==> src/sv/csvfs_pkg.sv <==
package csvfs_pkg;

   // Sizing of the line and field bookkeeping.
   localparam int MAX_FIELDS   = 32;
   localparam int LINE_LEN_MAX = 4096;
   localparam int NA_MAX_BYTES = 8;
   localparam int COUNT_SAT    = 63;
   localparam int QCOL_N       = 32;

   localparam int POS_W      = 13;
   localparam int COL_W      = 6;
   localparam int NA_LEN_W   = 4;
   localparam int CSR_IDX_W  = 3;
   localparam int CSR_DATA_W = 64;

   localparam logic [POS_W-1:0]    LINE_POS_LIMIT = POS_W'(LINE_LEN_MAX);
   localparam logic [COL_W:0]      MAX_FIELDS_C   = (COL_W + 1)'(MAX_FIELDS);
   localparam logic [COL_W-1:0]    COUNT_SAT_C    = COL_W'(COUNT_SAT);
   localparam logic [COL_W-1:0]    QCOL_C         = COL_W'(QCOL_N);
   localparam logic [NA_LEN_W-1:0] NA_MAX_C       = NA_LEN_W'(NA_MAX_BYTES);

   localparam logic [7:0] CHAR_LF = 8'h0A;
   localparam logic [7:0] CHAR_CR = 8'h0D;

   // Error codes carried in a result.
   localparam logic [2:0] ERR_NONE      = 3'd0;
   localparam logic [2:0] ERR_DOS_CR    = 3'd1;
   localparam logic [2:0] ERR_UNCLOSED  = 3'd2;
   localparam logic [2:0] ERR_COUNT     = 3'd3;
   localparam logic [2:0] ERR_BAD_QUOTE = 3'd4;
   localparam logic [2:0] ERR_TOO_LONG  = 3'd5;

   typedef enum logic [CSR_IDX_W-1:0] {
      CSR_FIELD_SEP,
      CSR_QUOTE_BYTE,
      CSR_EOL_MODE,
      CSR_EXPECTED_FIELDS,
      CSR_NA_LENGTH,
      CSR_NA_BYTES,
      CSR_QUOTED_COLUMNS
   } csr_index_type;

   typedef enum logic [1:0] {
      MODE_START,
      MODE_PLAIN,
      MODE_QUOTED,
      MODE_SKIP
   } scan_mode_type;

   typedef enum logic [1:0] {
      PH_STREAM,
      PH_DRAIN,
      PH_CLOSE,
      PH_STATUS
   } line_phase_type;

   typedef struct packed {
      logic             kind;
      logic [COL_W-1:0] column;
      logic [POS_W-1:0] start;
      logic [POS_W-1:0] stop;
      logic             missing;
      logic             valid;
      logic [2:0]       err;
      logic             last;
   } rsp_item_type;

endpackage

==> src/sv/csvfs_rsp_queue.sv <==
module csvfs_rsp_queue (
   input  logic                    clock,
   input  logic                    reset,
   input  logic                    push_valid,
   input  csvfs_pkg::rsp_item_type push_item,
   output logic                    has_room,
   output logic                    out_valid,
   input  logic                    out_ready,
   output csvfs_pkg::rsp_item_type out_item
);
   import csvfs_pkg::*;

   // Two result slots used as a small ring.
   rsp_item_type slot_ff [2];
   logic         wr_ptr_ff, wr_ptr_in;
   logic         rd_ptr_ff, rd_ptr_in;
   logic [1:0]   count_ff, count_in;
   logic         pop;

   assign pop       = out_valid & out_ready;
   assign out_valid = (count_ff != 2'd0);
   assign has_room  = (count_ff != 2'd2);
   assign out_item  = slot_ff[rd_ptr_ff];

   always_comb begin
      wr_ptr_in = wr_ptr_ff ^ push_valid;
      rd_ptr_in = rd_ptr_ff ^ pop;
      count_in  = count_ff + {1'b0, push_valid} - {1'b0, pop};
   end

   always_ff @(posedge clock) begin
      if (reset) begin
         wr_ptr_ff <= 1'b0;
         rd_ptr_ff <= 1'b0;
         count_ff  <= 2'd0;
      end else begin
         wr_ptr_ff <= wr_ptr_in;
         rd_ptr_ff <= rd_ptr_in;
         count_ff  <= count_in;
      end
   end

   always_ff @(posedge clock) begin
      if (push_valid) begin
         slot_ff[wr_ptr_ff] <= push_item;
      end
   end

endmodule

==> src/sv/csv_record_field_splitter_unit.sv <==
// CSV record field splitter.
// A record line enters on the req channel one byte per transfer, with
// req_line_last set on its final byte. The csr channel writes the separator,
// quote, end of line mode, expected field count, missing value string and
// quoted column mask; it is always ready, and the user must write it between
// lines; the block does not enforce this. Each field below MAX_FIELDS gives
// one result on the rsp channel with its byte range; every line ends with one
// status result (rsp_result_last set) with the field count and error code.
// Throughput is one byte per cycle unless a line closes or the queue is full.
// Two bytes are always held back so the end of line can be stripped, so a field
// result enters the queue two byte transfers after the byte that closes it.
// After the transfer of a final byte, req_ready stays low while the
// single byte scan step feeds the up to three held bytes, one per cycle while
// the queue has room; then an open field is closed and the status is issued.
// Results go into a two entry queue, so a byte is still taken while one
// result waits; when the receiver stalls and the queue holds two results,
// req_ready drops until a result transfer frees a slot.
// Reset restores the register defaults, clears the line state and empties
// the result queue.
module csv_record_field_splitter_unit (
   input  logic                                 clock,
   input  logic                                 reset,
   input  logic                                 req_valid,
   output logic                                 req_ready,
   input  logic [7:0]                           req_line_byte,
   input  logic                                 req_line_last,
   output logic                                 rsp_valid,
   input  logic                                 rsp_ready,
   output logic                                 rsp_item_kind,
   output logic [csvfs_pkg::COL_W-1:0]          rsp_column_index,
   output logic [csvfs_pkg::POS_W-1:0]          rsp_field_start,
   output logic [csvfs_pkg::POS_W-1:0]          rsp_field_end,
   output logic                                 rsp_field_missing,
   output logic                                 rsp_line_valid,
   output logic [2:0]                           rsp_error_code,
   output logic                                 rsp_result_last,
   input  logic                                 csr_valid,
   output logic                                 csr_ready,
   input  logic [csvfs_pkg::CSR_IDX_W-1:0]      csr_index,
   input  logic [csvfs_pkg::CSR_DATA_W-1:0]     csr_wdata
);
   import csvfs_pkg::*;

   // Configuration registers.
   logic [7:0]          field_sep_ff;
   logic [7:0]          quote_byte_ff;
   logic                eol_mode_ff;
   logic [COL_W-1:0]    expected_fields_ff;
   logic [NA_LEN_W-1:0] na_length_ff;
   logic [63:0]         na_bytes_ff;
   logic [QCOL_N-1:0]   quoted_columns_ff;

   // Line state.
   line_phase_type      phase_ff, phase_in;
   scan_mode_type       mode_ff, mode_in;
   logic [POS_W-1:0]    pos_ff, pos_in;
   logic [7:0]          hold_ff [3];
   logic [7:0]          hold_in [3];
   logic [1:0]          hold_cnt_ff, hold_cnt_in;
   logic [COL_W-1:0]    col_ff, col_in;
   logic [POS_W-1:0]    fstart_ff, fstart_in;
   logic                na_ok_ff, na_ok_in;
   logic [NA_LEN_W-1:0] na_len_ff, na_len_in;
   logic [7:0]          first_ff, first_in;
   logic [7:0]          last_ff, last_in;
   logic                err5_ff, err5_in;
   logic                err4_ff, err4_in;
   logic                eol_bad_ff, eol_bad_in;
   logic                unclosed_ff, unclosed_in;

   logic                room;
   logic                req_fire;
   logic                push_valid;
   rsp_item_type        push_item;
   rsp_item_type        out_item;
   logic [NA_LEN_W-1:0] na_eff;

   // Byte scan step on the oldest held byte.
   logic [7:0]          fb;
   logic                fd_over;
   logic [POS_W-1:0]    fd_p;
   logic [POS_W-1:0]    fd_after;
   logic [POS_W-1:0]    fd_pos_next;
   logic                fd_take;
   logic                fd_emit;
   logic [POS_W-1:0]    fd_end;
   scan_mode_type       fd_mode_next;
   logic [POS_W-1:0]    bs_start;
   logic                bs_ok;
   logic [NA_LEN_W-1:0] bs_len;
   logic [7:0]          bs_first;
   logic [7:0]          bs_last;
   logic                tk_ok;
   logic [NA_LEN_W-1:0] tk_len;
   logic [7:0]          tk_first;
   logic                nf_ok;
   logic [NA_LEN_W-1:0] nf_len;
   logic [7:0]          nf_first;
   logic [7:0]          nf_last;

   // Field result built from either the scan step or the line close.
   logic                em_close;
   logic [POS_W-1:0]    em_start;
   logic [POS_W-1:0]    em_end;
   logic                em_ok;
   logic [NA_LEN_W-1:0] em_len;
   logic [7:0]          em_first;
   logic [7:0]          em_last;
   logic                em_in_range;
   logic                em_missing;
   logic                em_quoted_col;
   logic                em_wrap_ok;
   logic                em_bad;
   logic [COL_W-1:0]    col_next;
   rsp_item_type        field_item;

   // Line status.
   logic                st_mismatch;
   logic [2:0]          st_err;
   rsp_item_type        status_item;

   // Final byte handling.
   logic [1:0]          lt_n;
   logic [1:0]          lt_keep;
   logic [7:0]          lt_prev;
   logic                lt_eol_bad;
   logic                lt_too_long;

   assign csr_ready = 1'b1;
   assign req_ready = (phase_ff == PH_STREAM) & room;
   assign req_fire  = req_valid & req_ready;
   assign na_eff    = (na_length_ff > NA_MAX_C) ? NA_MAX_C : na_length_ff;

   // One scan step: field splitting and the per-byte missing value match.
   always_comb begin
      fb          = hold_ff[0];
      fd_over     = (pos_ff >= LINE_POS_LIMIT);
      fd_p        = fd_over ? LINE_POS_LIMIT : pos_ff;
      fd_after    = fd_over ? LINE_POS_LIMIT : pos_ff + POS_W'(1);
      fd_pos_next = fd_over ? pos_ff : pos_ff + POS_W'(1);

      // A field that begins at this byte starts from a fresh match state.
      if (mode_ff == MODE_START) begin
         bs_start = fd_p;
         bs_ok    = 1'b1;
         bs_len   = '0;
         bs_first = 8'd0;
         bs_last  = 8'd0;
      end else begin
         bs_start = fstart_ff;
         bs_ok    = na_ok_ff;
         bs_len   = na_len_ff;
         bs_first = first_ff;
         bs_last  = last_ff;
      end

      fd_take      = 1'b0;
      fd_emit      = 1'b0;
      fd_end       = fd_p;
      fd_mode_next = mode_ff;
      unique case (mode_ff)
         MODE_START: begin
            if ((quote_byte_ff != 8'd0) && (fb == quote_byte_ff)) begin
               fd_take      = 1'b1;
               fd_mode_next = MODE_QUOTED;
            end else if (fb == field_sep_ff) begin
               fd_emit = 1'b1;
            end else begin
               fd_take      = 1'b1;
               fd_mode_next = MODE_PLAIN;
            end
         end
         MODE_PLAIN: begin
            if (fb == field_sep_ff) begin
               fd_emit      = 1'b1;
               fd_mode_next = MODE_START;
            end else begin
               fd_take = 1'b1;
            end
         end
         MODE_QUOTED: begin
            fd_take = 1'b1;
            if (fb == quote_byte_ff) begin
               fd_emit      = 1'b1;
               fd_end       = fd_after;
               fd_mode_next = MODE_SKIP;
            end
         end
         MODE_SKIP: begin
            fd_mode_next = MODE_START;
         end
         default: begin
            fd_mode_next = MODE_START;
         end
      endcase

      // Taking a byte into the field: remember first and last byte, and
      // compare it with the missing value byte at the same place.
      tk_first = (bs_len == '0) ? fb : bs_first;
      tk_ok    = bs_ok & (bs_len < na_eff) &
                 (fb == na_bytes_ff[{bs_len[2:0], 3'b000} +: 8]);
      tk_len   = (bs_len <= NA_MAX_C) ? bs_len + NA_LEN_W'(1) : bs_len;

      nf_ok    = fd_take ? tk_ok    : bs_ok;
      nf_len   = fd_take ? tk_len   : bs_len;
      nf_first = fd_take ? tk_first : bs_first;
      nf_last  = fd_take ? fb       : bs_last;
   end

   // Field result. At line close the open field is given as it stands.
   always_comb begin
      em_close = (phase_ff == PH_CLOSE);
      if (em_close) begin
         em_start = fstart_ff;
         em_end   = pos_ff;
         em_ok    = na_ok_ff;
         em_len   = na_len_ff;
         em_first = first_ff;
         em_last  = last_ff;
      end else begin
         em_start = bs_start;
         em_end   = fd_end;
         em_ok    = nf_ok;
         em_len   = nf_len;
         em_first = nf_first;
         em_last  = nf_last;
      end

      em_in_range   = ({1'b0, col_ff} < MAX_FIELDS_C) && (col_ff < COUNT_SAT_C);
      em_missing    = em_ok && (em_len == na_eff);
      em_quoted_col = !em_missing && (col_ff < QCOL_C) && quoted_columns_ff[col_ff[4:0]];
      em_wrap_ok    = (em_len >= NA_LEN_W'(2)) && (em_first == quote_byte_ff) &&
                      (em_last == quote_byte_ff) &&
                      ({1'b0, em_end} >= ({1'b0, em_start} + (POS_W + 1)'(2)));
      em_bad        = em_quoted_col && !em_wrap_ok;
      col_next      = (col_ff == COUNT_SAT_C) ? col_ff : col_ff + COL_W'(1);

      field_item.kind    = 1'b0;
      field_item.column  = col_ff;
      field_item.start   = (em_quoted_col && em_wrap_ok) ? em_start + POS_W'(1) : em_start;
      field_item.stop    = (em_quoted_col && em_wrap_ok) ? em_end - POS_W'(1) : em_end;
      field_item.missing = em_missing;
      field_item.valid   = 1'b0;
      field_item.err     = em_bad ? ERR_BAD_QUOTE : ERR_NONE;
      field_item.last    = 1'b0;
   end

   // Line status, with too long ahead of a bad DOS end, an unclosed quote,
   // a count mismatch and a badly quoted field.
   always_comb begin
      st_mismatch = (col_ff != expected_fields_ff) || ({1'b0, col_ff} > MAX_FIELDS_C) ||
                    (col_ff >= COUNT_SAT_C);
      priority if (err5_ff) begin
         st_err = ERR_TOO_LONG;
      end else if (eol_bad_ff) begin
         st_err = ERR_DOS_CR;
      end else if (unclosed_ff) begin
         st_err = ERR_UNCLOSED;
      end else if (st_mismatch) begin
         st_err = ERR_COUNT;
      end else if (err4_ff) begin
         st_err = ERR_BAD_QUOTE;
      end else begin
         st_err = ERR_NONE;
      end

      status_item.kind    = 1'b1;
      status_item.column  = col_ff;
      status_item.start   = '0;
      status_item.stop    = pos_ff;
      status_item.missing = 1'b0;
      status_item.valid   = (st_err == ERR_NONE);
      status_item.err     = st_err;
      status_item.last    = 1'b1;
   end

   // End of line on the final byte: which of the held bytes and the final
   // byte are still scanned once the newline, and in DOS mode the carriage
   // return before it, are dropped.
   always_comb begin
      lt_n        = hold_cnt_ff + 2'd1;
      lt_prev     = (hold_cnt_ff == 2'd1) ? hold_ff[0] : hold_ff[1];
      lt_eol_bad  = 1'b0;
      lt_keep     = lt_n;
      lt_too_long = (({1'b0, pos_ff} + (POS_W + 1)'(lt_n)) > {1'b0, LINE_POS_LIMIT});
      if (req_line_byte == CHAR_LF) begin
         if (!eol_mode_ff) begin
            lt_keep = lt_n - 2'd1;
         end else if ((lt_n >= 2'd2) && (lt_prev == CHAR_CR)) begin
            lt_keep = lt_n - 2'd2;
         end else begin
            lt_eol_bad = 1'b1;
         end
      end
   end

   // Sequencing of the line.
   always_comb begin
      logic feed_en;
      logic close_emit;
      logic status_push;

      feed_en     = 1'b0;
      close_emit  = 1'b0;
      status_push = 1'b0;

      phase_in    = phase_ff;
      mode_in     = mode_ff;
      pos_in      = pos_ff;
      hold_in[0]  = hold_ff[0];
      hold_in[1]  = hold_ff[1];
      hold_in[2]  = hold_ff[2];
      hold_cnt_in = hold_cnt_ff;
      col_in      = col_ff;
      fstart_in   = fstart_ff;
      na_ok_in    = na_ok_ff;
      na_len_in   = na_len_ff;
      first_in    = first_ff;
      last_in     = last_ff;
      err5_in     = err5_ff;
      err4_in     = err4_ff;
      eol_bad_in  = eol_bad_ff;
      unclosed_in = unclosed_ff;
      push_valid  = 1'b0;
      push_item   = field_item;

      unique case (phase_ff)
         PH_STREAM: begin
            if (req_fire) begin
               if (!req_line_last) begin
                  if (hold_cnt_ff == 2'd2) begin
                     feed_en    = 1'b1;
                     hold_in[0] = hold_ff[1];
                     hold_in[1] = req_line_byte;
                  end else begin
                     if (hold_cnt_ff == 2'd0) begin
                        hold_in[0] = req_line_byte;
                     end else begin
                        hold_in[1] = req_line_byte;
                     end
                     hold_cnt_in = hold_cnt_ff + 2'd1;
                  end
               end else begin
                  // Queue the final bytes in order; the dropped end of line
                  // sits past the kept count.
                  unique case (hold_cnt_ff)
                     2'd0: hold_in[0] = req_line_byte;
                     2'd1: hold_in[1] = req_line_byte;
                     default: hold_in[2] = req_line_byte;
                  endcase
                  hold_cnt_in = lt_keep;
                  eol_bad_in  = lt_eol_bad;
                  if (lt_too_long) begin
                     err5_in = 1'b1;
                  end
                  phase_in = (lt_keep != 2'd0) ? PH_DRAIN : PH_CLOSE;
               end
            end
         end
         PH_DRAIN: begin
            if (room) begin
               feed_en     = 1'b1;
               hold_in[0]  = hold_ff[1];
               hold_in[1]  = hold_ff[2];
               hold_cnt_in = hold_cnt_ff - 2'd1;
               if (hold_cnt_ff == 2'd1) begin
                  phase_in = PH_CLOSE;
               end
            end
         end
         PH_CLOSE: begin
            if (room) begin
               if ((mode_ff == MODE_PLAIN) || (mode_ff == MODE_QUOTED)) begin
                  close_emit  = 1'b1;
                  unclosed_in = (mode_ff == MODE_QUOTED);
                  phase_in    = PH_STATUS;
               end else begin
                  status_push = 1'b1;
               end
            end
         end
         PH_STATUS: begin
            if (room) begin
               status_push = 1'b1;
            end
         end
         default: begin
            phase_in = PH_STREAM;
         end
      endcase

      if (feed_en) begin
         mode_in   = fd_mode_next;
         pos_in    = fd_pos_next;
         fstart_in = bs_start;
         na_ok_in  = nf_ok;
         na_len_in = nf_len;
         first_in  = nf_first;
         last_in   = nf_last;
         if (fd_over) begin
            err5_in = 1'b1;
         end
      end

      if ((feed_en && fd_emit) || close_emit) begin
         col_in = col_next;
         if (em_in_range) begin
            push_valid = 1'b1;
            if (em_bad) begin
               err4_in = 1'b1;
            end
         end
      end

      // The status transfer closes the line and restores the line state.
      if (status_push) begin
         push_valid  = 1'b1;
         push_item   = status_item;
         phase_in    = PH_STREAM;
         mode_in     = MODE_START;
         pos_in      = '0;
         hold_cnt_in = 2'd0;
         col_in      = '0;
         na_ok_in    = 1'b1;
         na_len_in   = '0;
         err5_in     = 1'b0;
         err4_in     = 1'b0;
         eol_bad_in  = 1'b0;
         unclosed_in = 1'b0;
      end
   end

   // Configuration writes.
   always_ff @(posedge clock) begin
      if (reset) begin
         field_sep_ff       <= 8'd44;
         quote_byte_ff      <= 8'd34;
         eol_mode_ff        <= 1'b0;
         expected_fields_ff <= COL_W'(1);
         na_length_ff       <= '0;
         na_bytes_ff        <= '0;
         quoted_columns_ff  <= '0;
      end else if (csr_valid && csr_ready) begin
         unique case (csr_index)
            CSR_FIELD_SEP:       field_sep_ff       <= csr_wdata[7:0];
            CSR_QUOTE_BYTE:      quote_byte_ff      <= csr_wdata[7:0];
            CSR_EOL_MODE:        eol_mode_ff        <= csr_wdata[0];
            CSR_EXPECTED_FIELDS: expected_fields_ff <= csr_wdata[COL_W-1:0];
            CSR_NA_LENGTH:       na_length_ff       <= csr_wdata[NA_LEN_W-1:0];
            CSR_NA_BYTES:        na_bytes_ff        <= csr_wdata;
            CSR_QUOTED_COLUMNS:  quoted_columns_ff  <= csr_wdata[QCOL_N-1:0];
            default: begin
            end
         endcase
      end
   end

   // Line control state.
   always_ff @(posedge clock) begin
      if (reset) begin
         phase_ff    <= PH_STREAM;
         mode_ff     <= MODE_START;
         pos_ff      <= '0;
         hold_cnt_ff <= 2'd0;
         col_ff      <= '0;
         na_ok_ff    <= 1'b1;
         na_len_ff   <= '0;
         err5_ff     <= 1'b0;
         err4_ff     <= 1'b0;
         eol_bad_ff  <= 1'b0;
         unclosed_ff <= 1'b0;
      end else begin
         phase_ff    <= phase_in;
         mode_ff     <= mode_in;
         pos_ff      <= pos_in;
         hold_cnt_ff <= hold_cnt_in;
         col_ff      <= col_in;
         na_ok_ff    <= na_ok_in;
         na_len_ff   <= na_len_in;
         err5_ff     <= err5_in;
         err4_ff     <= err4_in;
         eol_bad_ff  <= eol_bad_in;
         unclosed_ff <= unclosed_in;
      end
   end

   // Held bytes and field bounds; these are only read while the control
   // state marks them as filled.
   always_ff @(posedge clock) begin
      hold_ff[0] <= hold_in[0];
      hold_ff[1] <= hold_in[1];
      hold_ff[2] <= hold_in[2];
      fstart_ff  <= fstart_in;
      first_ff   <= first_in;
      last_ff    <= last_in;
   end

   csvfs_rsp_queue u_rsp_queue (
      .clock      (clock),
      .reset      (reset),
      .push_valid (push_valid),
      .push_item  (push_item),
      .has_room   (room),
      .out_valid  (rsp_valid),
      .out_ready  (rsp_ready),
      .out_item   (out_item)
   );

   assign rsp_item_kind     = out_item.kind;
   assign rsp_column_index  = out_item.column;
   assign rsp_field_start   = out_item.start;
   assign rsp_field_end     = out_item.stop;
   assign rsp_field_missing = out_item.missing;
   assign rsp_line_valid    = out_item.valid;
   assign rsp_error_code    = out_item.err;
   assign rsp_result_last   = out_item.last;

endmodule

==> config.mk <==
export PLATFORM = sky130hd
export DESIGN_NAME = csv_record_field_splitter_unit
export DESIGN_NICKNAME = d
export VERILOG_FILES = /design/src/sv/csvfs_pkg.sv /design/src/sv/csvfs_rsp_queue.sv /design/src/sv/csv_record_field_splitter_unit.sv
export SDC_FILE = /design/constraint.sdc
export NUM_CORES = 1
export LEC_CHECK = 0
export BUFFER_PORTS_ARGS = -buffer_cell sky130_fd_sc_hd__buf_2
export CORE_ASPECT_RATIO = 1.2
export CORE_UTILIZATION = 65
export CTS_BUF_LIST = sky130_fd_sc_hd__clkbuf_4 sky130_fd_sc_hd__clkbuf_8
export CTS_CLUSTER_DIAMETER = 200
export CTS_CLUSTER_SIZE = 40
export DETAILED_ROUTE_END_ITERATION = 16
export PLACE_DENSITY = 0.85
export SKIP_CTS_REPAIR_TIMING = 1
export SLEW_MARGIN = 5
export SYNTH_ARGS = -nofsm -noshare
export SYNTH_HDL_FRONTEND = slang
export SYNTH_SLANG_ARGS = --single-unit
==> constraint.sdc <==
create_clock -name clock -period 10.82 [get_ports clock]
set_input_delay 2.705 -clock clock [delete_from_list [all_inputs] [get_ports clock]]
set_output_delay 2.705 -clock clock [all_outputs]
set_load 0.01 [all_outputs]
# After elaboration in Yosys (flattened, before gate mapping)
# Memory sizes are Yosys's and may differ from the RTL's. A register that Yosys moved wholly into a read port is not among the register bits.
# Index checks and enable logic that the tools add are counted.
# totals
reg_bits	190
mem_bits_rw	102
memories	2
# mem_list
name	words	width	rd	rd_clocked_by_memory_dff	write_ports	line_no	rtl
u_rsp_queue.slot_ff	2	39	1	1	1	csvfs_rsp_queue.sv:14	rsp_item_type slot_ff [2];
hold_ff	3	8	3	0	3	csv_record_field_splitter_unit.sv:57	logic [7:0] hold_ff [3];
# classes
addsub	13
order_cmp	14
eq_ne	35
shift	1
muxes	99
bitwise	9
n_reduce_logical	46
# ops
cell	count
two-way mux 13 bit	9
two-way mux 8 bit	14
indexed part select 64 x 7 -> 8 bit	1
two-way mux 16 bit	3
== test 8 bit	5
two-way mux 39 bit	1
two-way mux 2 bit	18
two-way mux 1 bit	33
case mux 16 bit (2 select lines)	1
adder 13 x 1 -> 13 bit, second input constant	2
two-way mux 24 bit	1
two-way mux 4 bit	5
less-than comparator 6 bit, second input constant	3
two-way mux 3 bit	6
AND reduction 2 bit	9
== test 8 x 4 -> 1 bit, second input constant	2
inequality test 2 bit, second input constant	8
adder 13 x 2 -> 14 bit	1
adder 13 x 2 -> 14 bit, second input constant	1
greater-or-equal comparator 13 x 14 -> 1 bit	1
greater-than comparator 14 x 13 -> 1 bit, second input constant	1
greater-or-equal comparator 13 bit, second input constant	1
subtractor 13 x 1 -> 13 bit, second input constant	1
logical AND 1 bit	12
other kinds (46)	78

# Longest topological paths before layout
# An unclocked memory read counts as a cell.
# depth
depth_word	15
mapped_depth	27
ltp_nobuf	23

# By module
# A second synthesis with hierarchy kept.
# unflattened
cells_unflattened	1727
hier_area_um2	16300.6
# modules_own_cells
module	instances	cells_per_inst	area_per_inst_um2
csv_record_field_splitter_unit	1	1585	13272.7
csvfs_rsp_queue	1	142	3027.9

# Worst setup path before layout
# OpenSTA, ideal clock, no wires.
# synth_path
path_kind	register -> register
from	register mode_ff[0]
to	memory u_rsp_queue.slot_ff[0][13] (netlist bit), data pin
arrival_time_ns	5.044
setup_slack_ns	5.504
path_stages_with_launch	26
n_path_buf	4
period_less_slack_ns	5.316
path_cell_list	dfxtp_1 -> inv_1 -> ha_1 -> clkbuf_1 -> clkinv_1 -> clkbuf_1 -> o31ai_1 -> mux2_2 -> ha_1 -> nand2_1 -> o31a_1 -> or4_1 -> xnor2_1 -> ha_1 -> a2111oi_0 -> o21ai_0 -> a31o_2 -> nor3b_1 -> o2111ai_1 -> nor3_1 -> nand4b_1 -> nor4_2 -> buf_4 -> buf_6 -> a31oi_1 -> o31ai_2
# synth_rtl
item	line_no	rtl
from (decl)	csv_record_field_splitter_unit.sv:55	scan_mode_type mode_ff, mode_in;
from (signal assigned)	csv_record_field_splitter_unit.sv:474	mode_ff <= mode_in;
to (decl)	csvfs_rsp_queue.sv:14	

==> impl_metrics.json <==
{
  "status": "finished clean",
  "ys_seq_elements": 290,
  "overflow": 0,
  "p_per_area_nw_per_um2": 230,
  "antenna_found_initial": 0,
  "fp.dieW_um": 147,
  "synth_area_um2": 16400,
  "cp-start-kind": "flop",
  "drt_iter0_markers": 978,
  "endpoint_kind": "flop",
  "place.gp.congestion": 0.983,
  "htreeDepth": 1,
  "syn_nets": 1905,
  "rsz0062_at_grt": "no",
  "clock_path_buffers": 3,
  "clockRootBuffer": "clkbuf_8",
  "vias": 13904,
  "antenna_left": 0,
  "fp.coreArea_um2": 24800,
  "dp_cells": 2128,
  "grt_usage": 0.355,
  "die_h_um": 176,
  "max_freq_ghz": 0.153,
  "cts_tree": "yes",
  "crit_required_ns": 11.23,
  "synth_area_per_cell_um2": 9.20,
  "path_class": "flop to flop",
  "leakage_nw": 6.18,
  "async_flop_share": 0,
  "synth-edff-count": 129,
  "finClkSkew_ns": 0.0976,
  "drc": 0,
  "netlist_instances": 1780,
  "cp.arrival_ns": 6.94,
  "cp_max_fo": 43,
  "pre_cts_ws_ns": 4.45,
  "setup_viol": 0,
  "period_needed_ns": 6.54,
  "ys_seq_area_frac": 0.433,
  "tightest_slew_ns": 1.20,
  "synth_top_area_cell": "edfxtp_1",
  "finalCritPeriodShare": 0.604,
  "clk_latency_ns": 0.61,
  "drt-vias-per-instance": 6.49,
  "min_from": "na_bytes_ff[53]",
  "cts_sinks": 290,
  "rows": 63,
  "cap_violations": 0,
  "yosysTopAreaCellShare": 0.237,
  "syn_to_final_growth_pct": 5.47,
  "io_buffer_count": 121,
  "wl_per_cell_um": 21.5,
  "first_pass_iters": 6,
  "grt_pass1_vias": 13257,
  "finalHoldViolCount": 0,
  "dieArea_um2": 25800,
  "io_pins": 123,
  "slew_headroom": 0.200,
  "ys.flop_type": "dfxtp_1",
  "holdCritPathClass": "flop to flop",
  "clkTransAtPathRegs_ns": 0.25,
  "synth_area_leaders": "edfxtp_1 (24%), dfxtp_1 (20%), nand2_1 (6.7%)",
  "grt_first_pass_wirelength_mm": 71.4,
  "post-synth-top-count-cell": "nand2_1",
  "setup_ws_ns": 4.28,
  "grt_max_degree": 105,
  "fin_nets": 1941,
  "wl_mm": 46.1,
  "maxSlewViolCount": 0,
  "ir_drop_mv": 0.222,
  "hpwlAfterDp_mm": 33.9,
  "start_util": 0.662,
  "cts_buffers": 11,
  "stdcell_count": 2144,
  "synthDistinctLibCells": 95,
  "diodes": 0,
  "setup_tns_ns": 0,
  "synth_common_cells": "nand2_1 (292), a21oi_1 (161), dfxtp_1 (161), edfxtp_1 (129), nor2_1 (119)",
  "yosys_warnings": 0,
  "drive_gt1_frac": 0.154,
  "critPathLaunch": "mode_ff[1]",
  "r2r-start": "mode_ff[1]"
}
## state kept, by name, indices dropped and copies added (netlist names), 13 cells and up
register,cells
pos_ff,13
quoted_columns_ff,32
u_rsp_queue.slot_ff,76
fstart_ff,13
na_bytes_ff,64
hold_ff,24
## layout by cell type, fill, tap and decap left out, drive strengths merged, types with 16 or more instances in the layout
cell / instances
nand2: 292
a21oi: 162
dfxtp: 161
buf: 144
edfxtp: 129
nor2: 119
o21ai: 62
mux2i: 56
inv: 54
mux2: 53
ha: 43
nand3: 42
xnor2: 36
nand4: 32
nor3: 29
nor2b: 26
a31oi: 19
xor2: 19
nor4: 19
nand2b: 18
or3: 18
mux4: 16
## worst max-delay path, cell delays in order (launching register included)
cell       delay (ns)
dfxtp_1          0.39
inv_1            0.12
ha_1             0.16
buf_4            0.44
nor2b_1          0.86
mux2i_1          0.36
or4_1            0.62
or4_1            0.52
xnor2_1          0.15
ha_1             0.31
a2111oi_0        0.44
o21ai_0          0.20
a31o_2           0.26
nor3b_1          0.13
o2111ai_1        0.13
nor3_1           0.10
nand4b_1         0.22
nor4_4           0.05
buf_4            0.27
and4_2           0.28
o31ai_1          0.29
## report_power, final
part	total, W	switching [W]	internal (W)	leakage (nW)
sequential	0.00157	0.000160	0.00141	2.50
combinational	0.00195	0.00123	0.000716	3.58
clock	0.000442	0.000327	0.000115	0.109
total	0.00396	0.00172	0.00224	6.18
## worst paths after layout
path	end	slack (ns)	cells after the start
max	u_rsp_queue.slot_ff[1][11]	4.28	20
min	na_bytes_ff[53]	0.47	2
min reg2reg	na_bytes_ff[53]	0.47	2
max reg2reg	u_rsp_queue.slot_ff[1][11]	4.28	20
## cell families after synthesis
family / count (synthesis) / synth area share
other cells: 1 / 0.000229
mux: 125 / 0.0927
buf+inv: 179 / 0.0455
fa+ha+maj: 44 / 0.0341
xor+xnor: 55 / 0.0299
compound gates: 414 / 0.164
simple gates: 672 / 0.200
flops: 290 / 0.433
## stage by stage
| stage | instance area (um^2) | power [W] | hold WS (ns) | util |
|---|---|---|---|---|
| floorplan | 16400 | 0.00293 | 0.424 | - |
| global placement | 17100 | 0.00346 | 0.439 | 0.689 |
| detailed placement | 17100 | 0.00351 | 0.443 | 0.689 |
| CTS | 17300 | 0.00394 | 0.467 | 0.698 |
| global route | 17300 | 0.00417 | 0.482 | 0.698 |
| finish | 17300 | 0.00396 | 0.467 | 0.698 |
## area by class of cell
type | instances | area, um^2
Multi-Input combinational cell | 1311 | 8560
Timing Repair Buffer | 144 | 781
Inverter | 58 | 218
Clock buffer | 15 | 181
Clock inverter | 1 | 30.0
Sequential cell | 290 | 7100
Fill cell | 1977 | 7480
Tap cell | 325 | 407
## layer usage
metal	GRT usage	wire, um	vias to the layer above
met5	0	0	-
li1	-	-	6512
met2	0.624	22800	558
met3	0.0397	2570	192
met4	0.261	3720	0
met1	0.399	17000	6642
Power figures use the tool's default switching activity.
